`src/hw/rtl/vhdl_token_scanner_unit_macros.svh`:
```
// Assertion macros for the VHDL token scanner.
// Used by vhdl_token_scanner_unit; no other dependencies.
`ifndef VHDL_TOKEN_SCANNER_UNIT_MACROS_SVH
`define VHDL_TOKEN_SCANNER_UNIT_MACROS_SVH

// antecedent implies consequent in the same cycle
`define VTS_ASSERT_IMP(lbl, ck, rs, ante, cons, msg) \
  lbl: assert property (@(posedge ck) disable iff (rs) (ante) |-> (cons)) else $error(msg);

// antecedent implies consequent in the next cycle
`define VTS_ASSERT_NXT(lbl, ck, rs, ante, cons, msg) \
  lbl: assert property (@(posedge ck) disable iff (rs) (ante) |=> (cons)) else $error(msg);

`endif

```
`src/hw/rtl/vts_pkg.sv`:
```
// Shared types, token kind codes and character classes for the VHDL token scanner.
// No dependencies.
`default_nettype none

package vts_pkg;

  localparam int KIND_W       = 5;
  localparam int POS_BITS_DEF = 24;
  localparam int LEN_BITS_DEF = 16;
  localparam int MAX_RES      = 3;

  localparam logic [KIND_W-1:0] KIND_END      = 5'd0;
  localparam logic [KIND_W-1:0] KIND_COMMENT  = 5'd1;
  localparam logic [KIND_W-1:0] KIND_AMP      = 5'd2;
  localparam logic [KIND_W-1:0] KIND_TICK     = 5'd3;
  localparam logic [KIND_W-1:0] KIND_LPAREN   = 5'd4;
  localparam logic [KIND_W-1:0] KIND_RPAREN   = 5'd5;
  localparam logic [KIND_W-1:0] KIND_PLUS     = 5'd6;
  localparam logic [KIND_W-1:0] KIND_COMMA    = 5'd7;
  localparam logic [KIND_W-1:0] KIND_MINUS    = 5'd8;
  localparam logic [KIND_W-1:0] KIND_DOT      = 5'd9;
  localparam logic [KIND_W-1:0] KIND_SEMI     = 5'd10;
  localparam logic [KIND_W-1:0] KIND_BAR      = 5'd11;
  localparam logic [KIND_W-1:0] KIND_LBRACK   = 5'd12;
  localparam logic [KIND_W-1:0] KIND_RBRACK   = 5'd13;
  localparam logic [KIND_W-1:0] KIND_ARROW    = 5'd14;
  localparam logic [KIND_W-1:0] KIND_EQ       = 5'd15;
  localparam logic [KIND_W-1:0] KIND_POW      = 5'd16;
  localparam logic [KIND_W-1:0] KIND_STAR     = 5'd17;
  localparam logic [KIND_W-1:0] KIND_ASSIGN   = 5'd18;
  localparam logic [KIND_W-1:0] KIND_COLON    = 5'd19;
  localparam logic [KIND_W-1:0] KIND_NE       = 5'd20;
  localparam logic [KIND_W-1:0] KIND_SLASH    = 5'd21;
  localparam logic [KIND_W-1:0] KIND_GE       = 5'd22;
  localparam logic [KIND_W-1:0] KIND_GT       = 5'd23;
  localparam logic [KIND_W-1:0] KIND_LE       = 5'd24;
  localparam logic [KIND_W-1:0] KIND_BOX      = 5'd25;
  localparam logic [KIND_W-1:0] KIND_LT       = 5'd26;
  localparam logic [KIND_W-1:0] KIND_BASIC_ID = 5'd27;
  localparam logic [KIND_W-1:0] KIND_EXT_ID   = 5'd28;
  localparam logic [KIND_W-1:0] KIND_INVALID  = 5'd29;

  localparam logic [7:0] CH_TAB    = 8'h09;
  localparam logic [7:0] CH_LF     = 8'h0A;
  localparam logic [7:0] CH_CR     = 8'h0D;
  localparam logic [7:0] CH_SPACE  = 8'h20;
  localparam logic [7:0] CH_AMP    = 8'h26;
  localparam logic [7:0] CH_TICK   = 8'h27;
  localparam logic [7:0] CH_LPAREN = 8'h28;
  localparam logic [7:0] CH_RPAREN = 8'h29;
  localparam logic [7:0] CH_STAR   = 8'h2A;
  localparam logic [7:0] CH_PLUS   = 8'h2B;
  localparam logic [7:0] CH_COMMA  = 8'h2C;
  localparam logic [7:0] CH_MINUS  = 8'h2D;
  localparam logic [7:0] CH_DOT    = 8'h2E;
  localparam logic [7:0] CH_SLASH  = 8'h2F;
  localparam logic [7:0] CH_ZERO   = 8'h30;
  localparam logic [7:0] CH_NINE   = 8'h39;
  localparam logic [7:0] CH_COLON  = 8'h3A;
  localparam logic [7:0] CH_SEMI   = 8'h3B;
  localparam logic [7:0] CH_LT     = 8'h3C;
  localparam logic [7:0] CH_EQ     = 8'h3D;
  localparam logic [7:0] CH_GT     = 8'h3E;
  localparam logic [7:0] CH_LBRACK = 8'h5B;
  localparam logic [7:0] CH_BSLASH = 8'h5C;
  localparam logic [7:0] CH_RBRACK = 8'h5D;
  localparam logic [7:0] CH_UNDER  = 8'h5F;
  localparam logic [7:0] CH_BAR    = 8'h7C;
  localparam logic [7:0] CH_NBSP0  = 8'hC2;
  localparam logic [7:0] CH_NBSP1  = 8'hA0;
  localparam logic [7:0] NO_PEEK   = 8'hFF;

  typedef struct packed {
    logic              twin;
    logic [KIND_W-1:0] kind;
  } delim_t;

  typedef struct packed {
    logic       load;
    logic [1:0] count;
  } push_t;

  // Latin-1 letter test on a one- or two-byte UTF-8 sequence
  function automatic logic letter_pair(input logic [7:0] c0, input logic [7:0] c1);
    logic [10:0] cp;
    logic        ok;
    ok = 1'b1;
    cp = '0;
    if (!c0[7]) begin
      cp = {4'b0, c0[6:0]};
    end else if (c0[7:5] == 3'b110) begin
      cp = {c0[4:0], c1[5:0]};
    end else begin
      ok = 1'b0;
    end
    return ok && ((cp >= 11'h041 && cp <= 11'h05A) ||
                  (cp >= 11'h061 && cp <= 11'h07A) ||
                  (cp >= 11'h0C0 && cp <= 11'h0FF && cp != 11'h0D7 && cp != 11'h0F7));
  endfunction

  // kind zero means no delimiter
  function automatic delim_t delim_code(input logic [7:0] c, input logic [7:0] p);
    delim_t d;
    d.twin = 1'b0;
    d.kind = KIND_END;
    case (c)
      CH_AMP:    d.kind = KIND_AMP;
      CH_TICK:   d.kind = KIND_TICK;
      CH_LPAREN: d.kind = KIND_LPAREN;
      CH_RPAREN: d.kind = KIND_RPAREN;
      CH_PLUS:   d.kind = KIND_PLUS;
      CH_COMMA:  d.kind = KIND_COMMA;
      CH_MINUS:  d.kind = KIND_MINUS;
      CH_DOT:    d.kind = KIND_DOT;
      CH_SEMI:   d.kind = KIND_SEMI;
      CH_BAR:    d.kind = KIND_BAR;
      CH_LBRACK: d.kind = KIND_LBRACK;
      CH_RBRACK: d.kind = KIND_RBRACK;
      CH_EQ: begin
        d.twin = (p == CH_GT);
        d.kind = d.twin ? KIND_ARROW : KIND_EQ;
      end
      CH_STAR: begin
        d.twin = (p == CH_STAR);
        d.kind = d.twin ? KIND_POW : KIND_STAR;
      end
      CH_COLON: begin
        d.twin = (p == CH_EQ);
        d.kind = d.twin ? KIND_ASSIGN : KIND_COLON;
      end
      CH_SLASH: begin
        d.twin = (p == CH_EQ);
        d.kind = d.twin ? KIND_NE : KIND_SLASH;
      end
      CH_GT: begin
        d.twin = (p == CH_EQ);
        d.kind = d.twin ? KIND_GE : KIND_GT;
      end
      CH_LT: begin
        if (p == CH_EQ) begin
          d.twin = 1'b1;
          d.kind = KIND_LE;
        end else if (p == CH_GT) begin
          d.twin = 1'b1;
          d.kind = KIND_BOX;
        end else begin
          d.kind = KIND_LT;
        end
      end
      default: d.kind = KIND_END;
    endcase
    return d;
  endfunction

endpackage

`default_nettype wire

```
`src/hw/rtl/vts_core.sv`:
```
// Scanner state and the single-pass step logic for one source byte transfer.
// Depends on vts_pkg.
`default_nettype none

module vts_core #(
  parameter int POS_BITS = vts_pkg::POS_BITS_DEF,
  parameter int LEN_BITS = vts_pkg::LEN_BITS_DEF
) (
  input  wire logic                                    clk,
  input  wire logic                                    rst,
  input  wire logic                                    fire,
  input  wire logic [7:0]                              in_byte,
  input  wire logic                                    end_of_source,
  output vts_pkg::push_t                               push,
  output logic [vts_pkg::MAX_RES-1:0][vts_pkg::KIND_W-1:0] res_kind,
  output logic [vts_pkg::MAX_RES-1:0][POS_BITS-1:0]    res_start,
  output logic [vts_pkg::MAX_RES-1:0][LEN_BITS-1:0]    res_len,
  output logic                                         halted
);

  typedef enum logic [2:0] {
    MODE_IDLE,
    MODE_COMMENT,
    MODE_BASIC,
    MODE_EXT,
    MODE_SKIP
  } mode_t;

  localparam logic [LEN_BITS-1:0] LenMax = {LEN_BITS{1'b1}};

  mode_t               scan_mode, scan_mode_next;
  logic [7:0]          held_byte, held_byte_next;
  logic                held_valid, held_valid_next;
  logic [POS_BITS-1:0] open_start, open_start_next;
  logic [LEN_BITS-1:0] open_len, open_len_next;
  logic [POS_BITS-1:0] byte_position, byte_position_next;
  logic                backslash_seen, backslash_seen_next;
  logic                halted_next;

  logic [1:0]          n;
  logic                go_idle;
  logic [7:0]          c, p;
  logic [POS_BITS-1:0] hpos;
  vts_pkg::delim_t     dl;

  always_comb begin
    scan_mode_next      = scan_mode;
    held_byte_next      = held_byte;
    held_valid_next     = held_valid;
    open_start_next     = open_start;
    open_len_next       = open_len;
    byte_position_next  = byte_position;
    backslash_seen_next = backslash_seen;
    halted_next         = halted;
    res_kind            = '0;
    res_start           = '0;
    res_len             = '0;
    n                   = 2'd0;
    go_idle             = 1'b0;
    c                   = held_byte;
    p                   = end_of_source ? vts_pkg::NO_PEEK : in_byte;
    hpos                = byte_position - {{(POS_BITS-1){1'b0}}, 1'b1};
    dl                  = vts_pkg::delim_code(c, p);

    if (!halted) begin
      if (held_valid) begin
        case (scan_mode)
          MODE_SKIP: scan_mode_next = MODE_IDLE;
          MODE_COMMENT: begin
            if (c != vts_pkg::CH_LF) begin
              if (open_len != LenMax) open_len_next = open_len + 1'b1;
            end else begin
              res_kind[n]    = vts_pkg::KIND_COMMENT;
              res_start[n]   = open_start;
              res_len[n]     = open_len;
              n              = n + 2'd1;
              scan_mode_next = MODE_IDLE;
              go_idle        = 1'b1;
            end
          end
          MODE_BASIC: begin
            if (c[7:6] == 2'b10 || vts_pkg::letter_pair(c, p) ||
                (c >= vts_pkg::CH_ZERO && c <= vts_pkg::CH_NINE) ||
                c == vts_pkg::CH_UNDER) begin
              if (open_len != LenMax) open_len_next = open_len + 1'b1;
            end else begin
              res_kind[n]    = vts_pkg::KIND_BASIC_ID;
              res_start[n]   = open_start;
              res_len[n]     = open_len;
              n              = n + 2'd1;
              scan_mode_next = MODE_IDLE;
              go_idle        = 1'b1;
            end
          end
          MODE_EXT: begin
            if (open_len != LenMax) open_len_next = open_len + 1'b1;
            if (backslash_seen) begin
              backslash_seen_next = 1'b0;
            end else if (c == vts_pkg::CH_BSLASH) begin
              if (p == vts_pkg::CH_BSLASH) begin
                backslash_seen_next = 1'b1;
              end else begin
                res_kind[n]    = vts_pkg::KIND_EXT_ID;
                res_start[n]   = open_start;
                res_len[n]     = open_len_next;
                n              = n + 2'd1;
                scan_mode_next = MODE_IDLE;
              end
            end
          end
          default: go_idle = 1'b1;
        endcase

        if (go_idle) begin
          if (c == vts_pkg::CH_SPACE || c == vts_pkg::CH_LF ||
              c == vts_pkg::CH_TAB || c == vts_pkg::CH_CR) begin
            scan_mode_next = MODE_IDLE;
          end else if (c == vts_pkg::CH_NBSP0 && p == vts_pkg::CH_NBSP1) begin
            scan_mode_next = MODE_SKIP;
          end else if (c == vts_pkg::CH_MINUS && p == vts_pkg::CH_MINUS) begin
            scan_mode_next  = MODE_COMMENT;
            open_start_next = hpos;
            open_len_next   = {{(LEN_BITS-1){1'b0}}, 1'b1};
          end else if (dl.kind != vts_pkg::KIND_END) begin
            res_kind[n]    = dl.kind;
            res_start[n]   = hpos;
            res_len[n]     = dl.twin ? LEN_BITS'(2) : LEN_BITS'(1);
            n              = n + 2'd1;
            scan_mode_next = dl.twin ? MODE_SKIP : MODE_IDLE;
          end else if (vts_pkg::letter_pair(c, p)) begin
            scan_mode_next  = MODE_BASIC;
            open_start_next = hpos;
            open_len_next   = {{(LEN_BITS-1){1'b0}}, 1'b1};
          end else if (c == vts_pkg::CH_BSLASH) begin
            scan_mode_next      = MODE_EXT;
            open_start_next     = hpos;
            open_len_next       = {{(LEN_BITS-1){1'b0}}, 1'b1};
            backslash_seen_next = 1'b0;
          end else begin
            res_kind[n]  = vts_pkg::KIND_INVALID;
            res_start[n] = hpos;
            res_len[n]   = {{(LEN_BITS-1){1'b0}}, 1'b1};
            n            = n + 2'd1;
            halted_next  = 1'b1;
          end
        end
      end

      if (!end_of_source) begin
        held_byte_next     = in_byte;
        held_valid_next    = 1'b1;
        byte_position_next = byte_position + {{(POS_BITS-1){1'b0}}, 1'b1};
      end else if (!halted_next) begin
        case (scan_mode_next)
          MODE_COMMENT: begin
            res_kind[n]  = vts_pkg::KIND_COMMENT;
            res_start[n] = open_start_next;
            res_len[n]   = open_len_next;
            n            = n + 2'd1;
          end
          MODE_BASIC: begin
            res_kind[n]  = vts_pkg::KIND_BASIC_ID;
            res_start[n] = open_start_next;
            res_len[n]   = open_len_next;
            n            = n + 2'd1;
          end
          MODE_EXT: begin
            res_kind[n]  = vts_pkg::KIND_EXT_ID;
            res_start[n] = open_start_next;
            res_len[n]   = open_len_next;
            n            = n + 2'd1;
          end
          default: n = n;
        endcase
        // a fourth token would not fit, the end token is then dropped
        if (n != 2'd3) begin
          res_kind[n]  = vts_pkg::KIND_END;
          res_start[n] = byte_position;
          res_len[n]   = '0;
          n            = n + 2'd1;
        end
        scan_mode_next      = MODE_IDLE;
        held_byte_next      = '0;
        held_valid_next     = 1'b0;
        open_start_next     = '0;
        open_len_next       = '0;
        byte_position_next  = '0;
        backslash_seen_next = 1'b0;
      end
    end

    push.count = n;
    push.load  = fire && (n != 2'd0);
  end

  always_ff @(posedge clk) begin
    if (rst) begin
      scan_mode      <= MODE_IDLE;
      held_byte      <= '0;
      held_valid     <= 1'b0;
      open_start     <= '0;
      open_len       <= '0;
      byte_position  <= '0;
      backslash_seen <= 1'b0;
      halted         <= 1'b0;
    end else if (fire) begin
      scan_mode      <= scan_mode_next;
      held_byte      <= held_byte_next;
      held_valid     <= held_valid_next;
      open_start     <= open_start_next;
      open_len       <= open_len_next;
      byte_position  <= byte_position_next;
      backslash_seen <= backslash_seen_next;
      halted         <= halted_next;
    end
  end

endmodule

`default_nettype wire

```
`src/hw/rtl/vts_outbuf.sv`:
```
// Result register: holds the up to three tokens of one step and drains them in order.
// Depends on vts_pkg.
`default_nettype none

module vts_outbuf #(
  parameter int POS_BITS = vts_pkg::POS_BITS_DEF,
  parameter int LEN_BITS = vts_pkg::LEN_BITS_DEF,
  parameter int TDATA_W  = 48
) (
  input  wire logic                                         clk,
  input  wire logic                                         rst,
  input  wire vts_pkg::push_t                               push,
  input  wire logic [vts_pkg::MAX_RES-1:0][vts_pkg::KIND_W-1:0] res_kind,
  input  wire logic [vts_pkg::MAX_RES-1:0][POS_BITS-1:0]    res_start,
  input  wire logic [vts_pkg::MAX_RES-1:0][LEN_BITS-1:0]    res_len,
  output logic                                              space,
  output logic                                              m_tvalid,
  input  wire logic                                         m_tready,
  output logic [TDATA_W-1:0]                                m_tdata,
  output logic                                              m_tlast
);

  logic [vts_pkg::MAX_RES-1:0][vts_pkg::KIND_W-1:0] kind_q;
  logic [vts_pkg::MAX_RES-1:0][POS_BITS-1:0]        start_q;
  logic [vts_pkg::MAX_RES-1:0][LEN_BITS-1:0]        len_q;
  logic [1:0] remaining;
  logic [1:0] idx;
  logic       pop;

  assign m_tvalid = (remaining != 2'd0);
  assign m_tlast  = (remaining == 2'd1);
  assign pop      = m_tvalid && m_tready;
  assign space    = (remaining == 2'd0) || (remaining == 2'd1 && m_tready);
  assign m_tdata  = TDATA_W'({len_q[idx], start_q[idx], kind_q[idx]});

  always_ff @(posedge clk) begin
    if (push.load) begin
      kind_q  <= res_kind;
      start_q <= res_start;
      len_q   <= res_len;
    end
  end

  always_ff @(posedge clk) begin
    if (rst) begin
      remaining <= 2'd0;
      idx       <= 2'd0;
    end else if (push.load) begin
      remaining <= push.count;
      idx       <= 2'd0;
    end else if (pop) begin
      remaining <= remaining - 2'd1;
      idx       <= idx + 2'd1;
    end
  end

endmodule

`default_nettype wire

```
`src/hw/rtl/vhdl_token_scanner_unit.sv`:
```
// Top level of the VHDL token scanner: input register, step logic, result register.
// Depends on vts_pkg, vts_core, vts_outbuf and vhdl_token_scanner_unit_macros.svh.
// The first token of a step is on m_* from the result register, loaded when the step fires.
// Throughput: one source byte per cycle while the result register has space; a step with
// several tokens stalls the input until its last token is taken, one token per cycle on m_tready.
// Reset (rst, synchronous): empties both registers and returns scan state to offset 0.
`default_nettype none

`include "vhdl_token_scanner_unit_macros.svh"

module vhdl_token_scanner_unit #(
  parameter int POS_BITS = vts_pkg::POS_BITS_DEF,
  parameter int LEN_BITS = vts_pkg::LEN_BITS_DEF
) (
  input  wire logic clk,
  input  wire logic rst,
  input  wire logic s_tvalid,
  output logic      s_tready,
  input  wire logic [7:0] s_tdata,  // [7:0] in_byte
  input  wire logic s_tuser,        // end_of_source
  output logic      m_tvalid,
  input  wire logic m_tready,
  output logic [((vts_pkg::KIND_W+POS_BITS+LEN_BITS+7)/8)*8-1:0] m_tdata,
  // m_tdata from bit 0: token_kind, token_start, token_length, zero pad
  output logic      m_tlast         // last_of_run
);

  localparam int TDATA_W = ((vts_pkg::KIND_W + POS_BITS + LEN_BITS + 7) / 8) * 8;

  logic       in_valid;
  logic [7:0] in_byte;
  logic       in_eos;
  logic       fire;
  logic       space;
  logic       halted;

  vts_pkg::push_t push;
  logic [vts_pkg::MAX_RES-1:0][vts_pkg::KIND_W-1:0] res_kind;
  logic [vts_pkg::MAX_RES-1:0][POS_BITS-1:0]        res_start;
  logic [vts_pkg::MAX_RES-1:0][LEN_BITS-1:0]        res_len;

  assign fire     = in_valid && space;
  assign s_tready = !in_valid || fire;

  always_ff @(posedge clk) begin
    if (rst) begin
      in_valid <= 1'b0;
    end else if (s_tready) begin
      in_valid <= s_tvalid;
    end
  end

  always_ff @(posedge clk) begin
    if (s_tvalid && s_tready) begin
      in_byte <= s_tdata;
      in_eos  <= s_tuser;
    end
  end

  vts_core #(
    .POS_BITS(POS_BITS),
    .LEN_BITS(LEN_BITS)
  ) u_core (
    .clk          (clk),
    .rst          (rst),
    .fire         (fire),
    .in_byte      (in_byte),
    .end_of_source(in_eos),
    .push         (push),
    .res_kind     (res_kind),
    .res_start    (res_start),
    .res_len      (res_len),
    .halted       (halted)
  );

  vts_outbuf #(
    .POS_BITS(POS_BITS),
    .LEN_BITS(LEN_BITS),
    .TDATA_W (TDATA_W)
  ) u_outbuf (
    .clk      (clk),
    .rst      (rst),
    .push     (push),
    .res_kind (res_kind),
    .res_start(res_start),
    .res_len  (res_len),
    .space    (space),
    .m_tvalid (m_tvalid),
    .m_tready (m_tready),
    .m_tdata  (m_tdata),
    .m_tlast  (m_tlast)
  );

  // once halted, only reset clears it
  `VTS_ASSERT_NXT(a_halt_sticky, clk, rst, halted, halted, "halt flag dropped")
  // a byte transfer never yields three tokens
  `VTS_ASSERT_IMP(a_byte_max2, clk, rst, fire && !in_eos, push.count != 2'd3, "three tokens")
  // end of source always yields at least one token unless halted
  `VTS_ASSERT_IMP(a_eos_end, clk, rst, fire && in_eos && !halted, push.count != 2'd0, "no token")

endmodule

`default_nettype wire

```
`config.mk`:
```
export PLATFORM = sky130hd
export DESIGN_NAME = vhdl_token_scanner_unit
export DESIGN_NICKNAME = d
export VERILOG_FILES = /design/src/hw/rtl/vts_pkg.sv /design/src/hw/rtl/vts_core.sv /design/src/hw/rtl/vts_outbuf.sv /design/src/hw/rtl/vhdl_token_scanner_unit.sv
export VERILOG_INCLUDE_DIRS = /design/src /design/src/hw/rtl
export SDC_FILE = /design/constraint.sdc
export NUM_CORES = 1
export LEC_CHECK = 0
export BUFFER_PORTS_ARGS = -buffer_cell sky130_fd_sc_hd__buf_2
export CORE_MARGIN = 2
export CORE_UTILIZATION = 35
export CTS_CLUSTER_SIZE = 30
export DETAILED_ROUTE_END_ITERATION = 7
export GPL_TIMING_DRIVEN = 1
export SLEW_MARGIN = 10
export SYNTH_ARGS = -nofsm -noshare
export SYNTH_HDL_FRONTEND = slang
export SYNTH_SLANG_ARGS = --single-unit
```
`constraint.sdc`:
```
create_clock -name clk -period 16 [get_ports clk]
set_clock_uncertainty 0.1 [all_clocks]
set_input_delay 1.6 -clock clk [delete_from_list [all_inputs] [get_ports clk]]
set_output_delay 1.6 -clock clk [all_outputs]
set_load 0.05 [all_outputs]
```
# Word-level counts from Yosys, hierarchy flattened
# Cells that the tools add are included.
# totals
in_bits,13
memories,0
mem_bits_ro,0
output_inout_bits,51
reg_bits,227
ramBits,0
word_cells,411
latchBits,0
# classes
eq_ne,49
div,0
magnitude_cmp,21
mul,0
n_bitwise,20
n_shift,0
reduce_logical,47
addsub,8
n_mux,244
# ops
operator,n
two-way mux 72 bit,16
two-way mux 48 bit,16
two-way mux 24 bit,24
two-way mux 16 bit,25
two-way mux 15 bit,15
bitwise mux 72 bit,3
"== test 8 x 6 -> 1 bit, second input constant",20
demux 24 bit (select 2 bit),3
two-way mux 11 bit,12
bitwise mux 48 bit,2
demux 16 bit (select 2 bit),3
case mux 16 bit (3 select lines),2
case mux 5 bit (18 select lines),1
case mux 24 bit (3 select lines),1
two-way mux 1 bit,52
two-way mux 3 bit,17
two-way mux 2 bit,25
two-way mux 5 bit,10
AND 48 bit,1
binary-select mux 24 bit (select 2 bit),1
"== test 8 x 7 -> 1 bit, second input constant",6
inverter 48 bit,1
AND 15 x 45 -> 45 bit,1
inverter 45 bit,1
61 further kinds,131

# Longest topological paths before layout
# depth
word_depth,51
depth_mapped,24
depth_no_buf,17

# By module
# From an unflattened synthesis, not the netlist that was laid out.
# unflattened
cells_unflattened,1753
hier_area_um2,14871.8
# modules_own_cells
module,instances,seq_area_each_um2,cells_each,area_per_inst_um2
vts_core,1,1561.5,1422,9260.1
vts_outbuf,1,4134.0,316,5278.8
vhdl_token_scanner_unit,1,290.3,15,332.8

# Worst setup path after synthesis
# OpenSTA, ideal clock, no wires.
# synth_timing
path_kind,flip-flop to flip-flop
startpoint,register u_core.held_byte[3] (netlist: u_core.c[3])
endpoint,register u_outbuf.idx[0]
arrival_ns,11.434
stages_incl_launch_ff,18
path_slack_ns,4.340
period_less_slack_ns,11.660
required_time_ns,15.774
setup_time_ns,0.126
path_buffers,6
path_cell_list,dfxtp_1 buf_4 or3_4 o31ai_2 a32oi_4 a211o_1 buf_4 nand2_1 clkbuf_1 clkbuf_1 clkbuf_1 ha_1 a21oi_1 or3_1 buf_2 a31oi_1 or2_2 nor2_1
# synth_rtl
element,line,text
from (decl),vts_core.sv:32,"logic [7:0] held_byte, held_byte_next;"
from (signal assigned),vts_core.sv:208,held_byte <= held_byte_next;
to (signal assigned),vts_outbuf.sv:53,idx <= idx + 2'd1;
to (decl),vts_outbuf.sv:27,logic [1:0] idx;

# Worst setup path in the final report
# layout_timing
startpoint,register u_core.held_byte[2] (netlist: u_core.c[2])
endpoint,"register u_outbuf.start_q[15] (netlist name), data pin"
# layout_via
elab_chain_cells,41
word_cells_on_any_way,191
cone_classes,add/sub (2); order compare (20); eq/ne (34); mux (104); reduce/logical (31)
# layout_rtl
element,line,text
two-way mux 11 bit,vts_pkg.sv:91,end else if (c0[7:5] == 3'b110) begin
two-way mux 11 bit,vts_pkg.sv:89,if (!c0[7]) begin
two-way mux 11 bit,vts_core.sv:67,case (scan_mode)
two-way mux 11 bit,vts_core.sv:66,if (held_valid) begin
two-way mux 11 bit,vts_core.sv:65,if (!halted) begin
greater-or-equal comparator 11 x 8 -> 1 bit / less-or-equal comparator 11 x 8 -> 1 bit (equally long branches),vts_pkg.sv:98,(cp >= 11'h0C0 && cp <= 11'h0FF && cp != 11'h0D7 && cp != 11'h0F7));
logical AND 1 bit (3 in series),vts_pkg.sv:98,
logical OR 1 bit,vts_pkg.sv:97,(cp >= 11'h061 && cp <= 11'h07A) ||
(+23 left out),-,
"< comparator 2 x 3 -> 1 bit (implied by the code), or another cell as far along",vts_core.sv:178,res_start[n] = byte_position;
logical AND 1 bit (implied by the code) / two-way mux 72 bit (equally long branches),"vts_core.sv:178, vts_core.sv:153",
two-way mux 24 bit (implied by the code) / two-way mux 72 bit (equally long branches),"vts_core.sv:178, vts_core.sv:149",
demux 24 bit (select 2 bit) / two-way mux 72 bit (equally long branches),-,
bitwise mux 72 bit,vts_core.sv:178,
two-way mux 72 bit,vts_core.sv:176,if (n != 2'd3) begin
two-way mux 72 bit,vts_core.sv:153,end else if (!halted_next) begin
two-way mux 72 bit *,vts_core.sv:149,if (!end_of_source) begin
to (signal assigned),vts_outbuf.sv:39,start_q <= res_start;
to (decl),vts_outbuf.sv:24,logic [vts_pkg::MAX_RES-1:0][POS_BITS-1:0] start_q;
# Mark *: on every way between the ends. The rest lies on a longest branch, timed or not. The select of a mux whose other input is x is not followed.
# A chain may end at the register's enable or synchronous reset.

==> run metrics <==
leakage power 5.38 nW; Crit path buffers/inverters 4; number of enable flip-flop cells after synthesis 143; outcome finished, final reports clean; worst hold path cell count 2; Die W 208 µm; Post-Synthesis Cell Area 14600 µm²; final setup fails 0; number of global-route vias before repair 12800; cts repair resizes 0; Tcrit/Tclk final 0.395; Cells after Synth 1752; final hold violation count 0; Startpoint Class flip-flop; critical path type flip-flop to flip-flop; hold_buf cts 0; core area 41000 µm²; CP required 16.14 ns; I/O Pins 64; yosys warns 0; Die Y 208 µm; layout net count 1725; first-pass GRT wire length 77000 µm; I/O Buffers 60; Die ar. 43400 µm²; Final TNS setup 0 ns; gr usage total 0.223; Longest Clk Path Bufs 3; most frequent cells in the layout nand2_1 (237), nor2_1 (203), edfxtp_1 (143); Synth Register Bits 226; R2R cell count 18; commonest non-fill, non-tap cell in the layout nand2_1; wire per inst 22.0 µm; FILL cells 4138; Reg area 5960 µm²; Final Critical Period 6.32 ns; Area contributors post-synth edfxtp_1 (29%), dfxtp_1 (11%), nand2_1 (6.1%); Max Clk Rate 158 MHz; CTS root buf clkbuf_16; Post-synth top flop edfxtp_1; Slew HR 0.212; gpl congestion 0.909; ant diodes 0; cell area after layout 16100 µm²; RSZ-0062 raised after global routing false; drc violations 0; CTS Buf Count 26; crit path cell chain nor2b_1 > and3_1 > inv_2 > nor4_1 > nor2_1 > nand2_1 > buf_4 > ha_1 > a31o_1 > o221a_2 > inv_2 > ha_1 > inv_1 > a211oi_2 > a31oi_1 > mux2i_2 > or3_1 > o221ai_1; Net Sw Power 0.837 mW; WP depth 18; CP endpoint kind flip-flop; Via density 6.07; Crit-path slowest cell dfxtp_1; antenna viol nets, final 0; asr flop ratio synth 0; Max stage delay on crit path 0.80 ns; syn_area_per_cell 8.35 µm²; Rows 74; area leader, netlist edfxtp_1; multi-input logic area 7870 µm²; ratio of cells with drive above 1 in the final layout 0.0969; via count 13700; largest net degree at the start of global routing 84; clock power share 0.315; routed wire length 49700 µm; placed instance area 15100 µm²; count of cell types in the netlist 85; clk sinks 226; grt total ovfl 0; Seq pwr share 0.337; H-Tree Depth 1; Max-Cap Viols 0; Tightest Hold Check Type flip-flop to flip-flop; Initial Util 0.357; CTS tree built; internal power 1.31 mW; Post-DP HPWL 33100 µm; Post-CTS Setup Inserts 0; clock-pin slew on the worst setup and hold paths 0.07 ns; worst-margin pin slew 1.18 ns; register area share after synthesis 0.407; initial antenna violation count 0; Fin Hold WS 0.418 ns; area delta synth->final 10.1%; Initial DRC Count 1743; worst-path maximum fanout 29; Comb pwr share 0.348; PwrDens 133 nW/µm²; pins over their slew limit 0; drt pass-1 iters 6; maximum VDD drop 0.117 mV; crit-path leading delay family simple AND/OR/NAND/NOR gates; Sw Share 0.389; Synth top area share 0.294; Worst-Skew Late Latency 0.56 ns; data arrival at the endpoint of the critical path 6.46 ns
## flip-flops by register name, summed over array words and instances (netlist names)
signal,count
in_byte,8
in_eos,1
in_valid,1
u_core.backslash_seen,1
u_core.byte_position,24
u_core.c,8
u_core.halted,1
u_core.held_valid,1
u_core.open_len,16
u_core.open_start,24
u_core.scan_mode,3
u_outbuf.idx,2
u_outbuf.kind_q,14
u_outbuf.len_q,48
u_outbuf.remaining,2
u_outbuf.start_q,72
## power by group through the flow
stage	combinational [mW]	sequential, mW	clock (mW)
global placement	0.735	0.734	0
detailed placement	0.737	0.737	0
global route	0.796	0.730	0.710
floorplan	0.555	0.733	0
CTS	0.741	0.724	0.687
finish	0.749	0.724	0.677
## cells in the mapped netlist (18+ instances only)
cell and number:
nor3_1 43, xnor2_1 18, nand2b_1 24, clkbuf_1 120
dfxtp_1 83, inv_1 39, nor2_1 204, a21oi_1 117
and2_1 18, mux2i_1 54, nand2_1 237, a211oi_1 23
edfxtp_1 143, o21ai_0 98, buf_2 21, and3_1 29
a22oi_1 73, nor4_1 23, nand3_1 62
## path summary, 6_finish.rpt
path / from / to / slack (ns)
max: u_core.c[2] / u_outbuf.start_q[15] / 9.68
min: in_valid / in_valid / 0.42
max reg2reg: u_core.c[2] / u_outbuf.start_q[15] / 9.68
min reg2reg: in_valid / in_valid / 0.42
## final cells by class
cell class,count,area share
clock buffers,30,0.0419
clock inverters,18,0.0179
inverters,42,0.00979
multi-input cells,1321,0.488
flip-flops and latches,226,0.370
well taps,532,0.0413
repair buffers,86,0.0308
## metrics by stage
stage          setup slack, ns  cells  total power [mW]   util
2_1_floorplan             4.34   1754              1.29      -
3_3_place_gp              9.95   2207              1.47  0.369
3_5_place_dp              9.83   2207              1.47  0.369
4_1_cts                   9.77   2255              2.15  0.393
5_1_grt                   9.23   2255              2.24  0.393
6_report                  9.68   2255              2.15  0.393
## worst register-to-register path: stages (launching register included)
cell	delay [ns]
dfxtp_1	0.80
nor2b_1	0.30
and3_1	0.42
inv_2	0.19
nor4_1	0.39
nor2_1	0.10
nand2_1	0.08
buf_4	0.36
ha_1	0.30
a31o_1	0.18
o221a_2	0.36
inv_2	0.20
ha_1	0.23
inv_1	0.09
a211oi_2	0.36
a31oi_1	0.11
mux2i_2	0.46
or3_1	0.73
o221ai_1	0.26
## metal layers
layer	vias up	part of all wire	track usage	wire (µm)
li1	6365	-	-	-
met1	6554	0.45	0.325	22200
met2	698	0.43	0.332	21300
met3	78	0.10	0.0415	4950
met4	0	0.026	0.0724	1310
met5	-	0	0	0
## logic make-up after synthesis
group | count (synthesis) | synth area share
AOI/OAI and AO/OA | 506 | 0.239
other | 1 | 0.000256
DFF | 226 | 0.407
xor gates and xnor gates | 31 | 0.0186
muxes | 59 | 0.0412
buffers and inverters | 207 | 0.0590
and+or+nand+nor | 713 | 0.227
adders and majority gates | 9 | 0.00770
(Power assumes the default switching activity.)
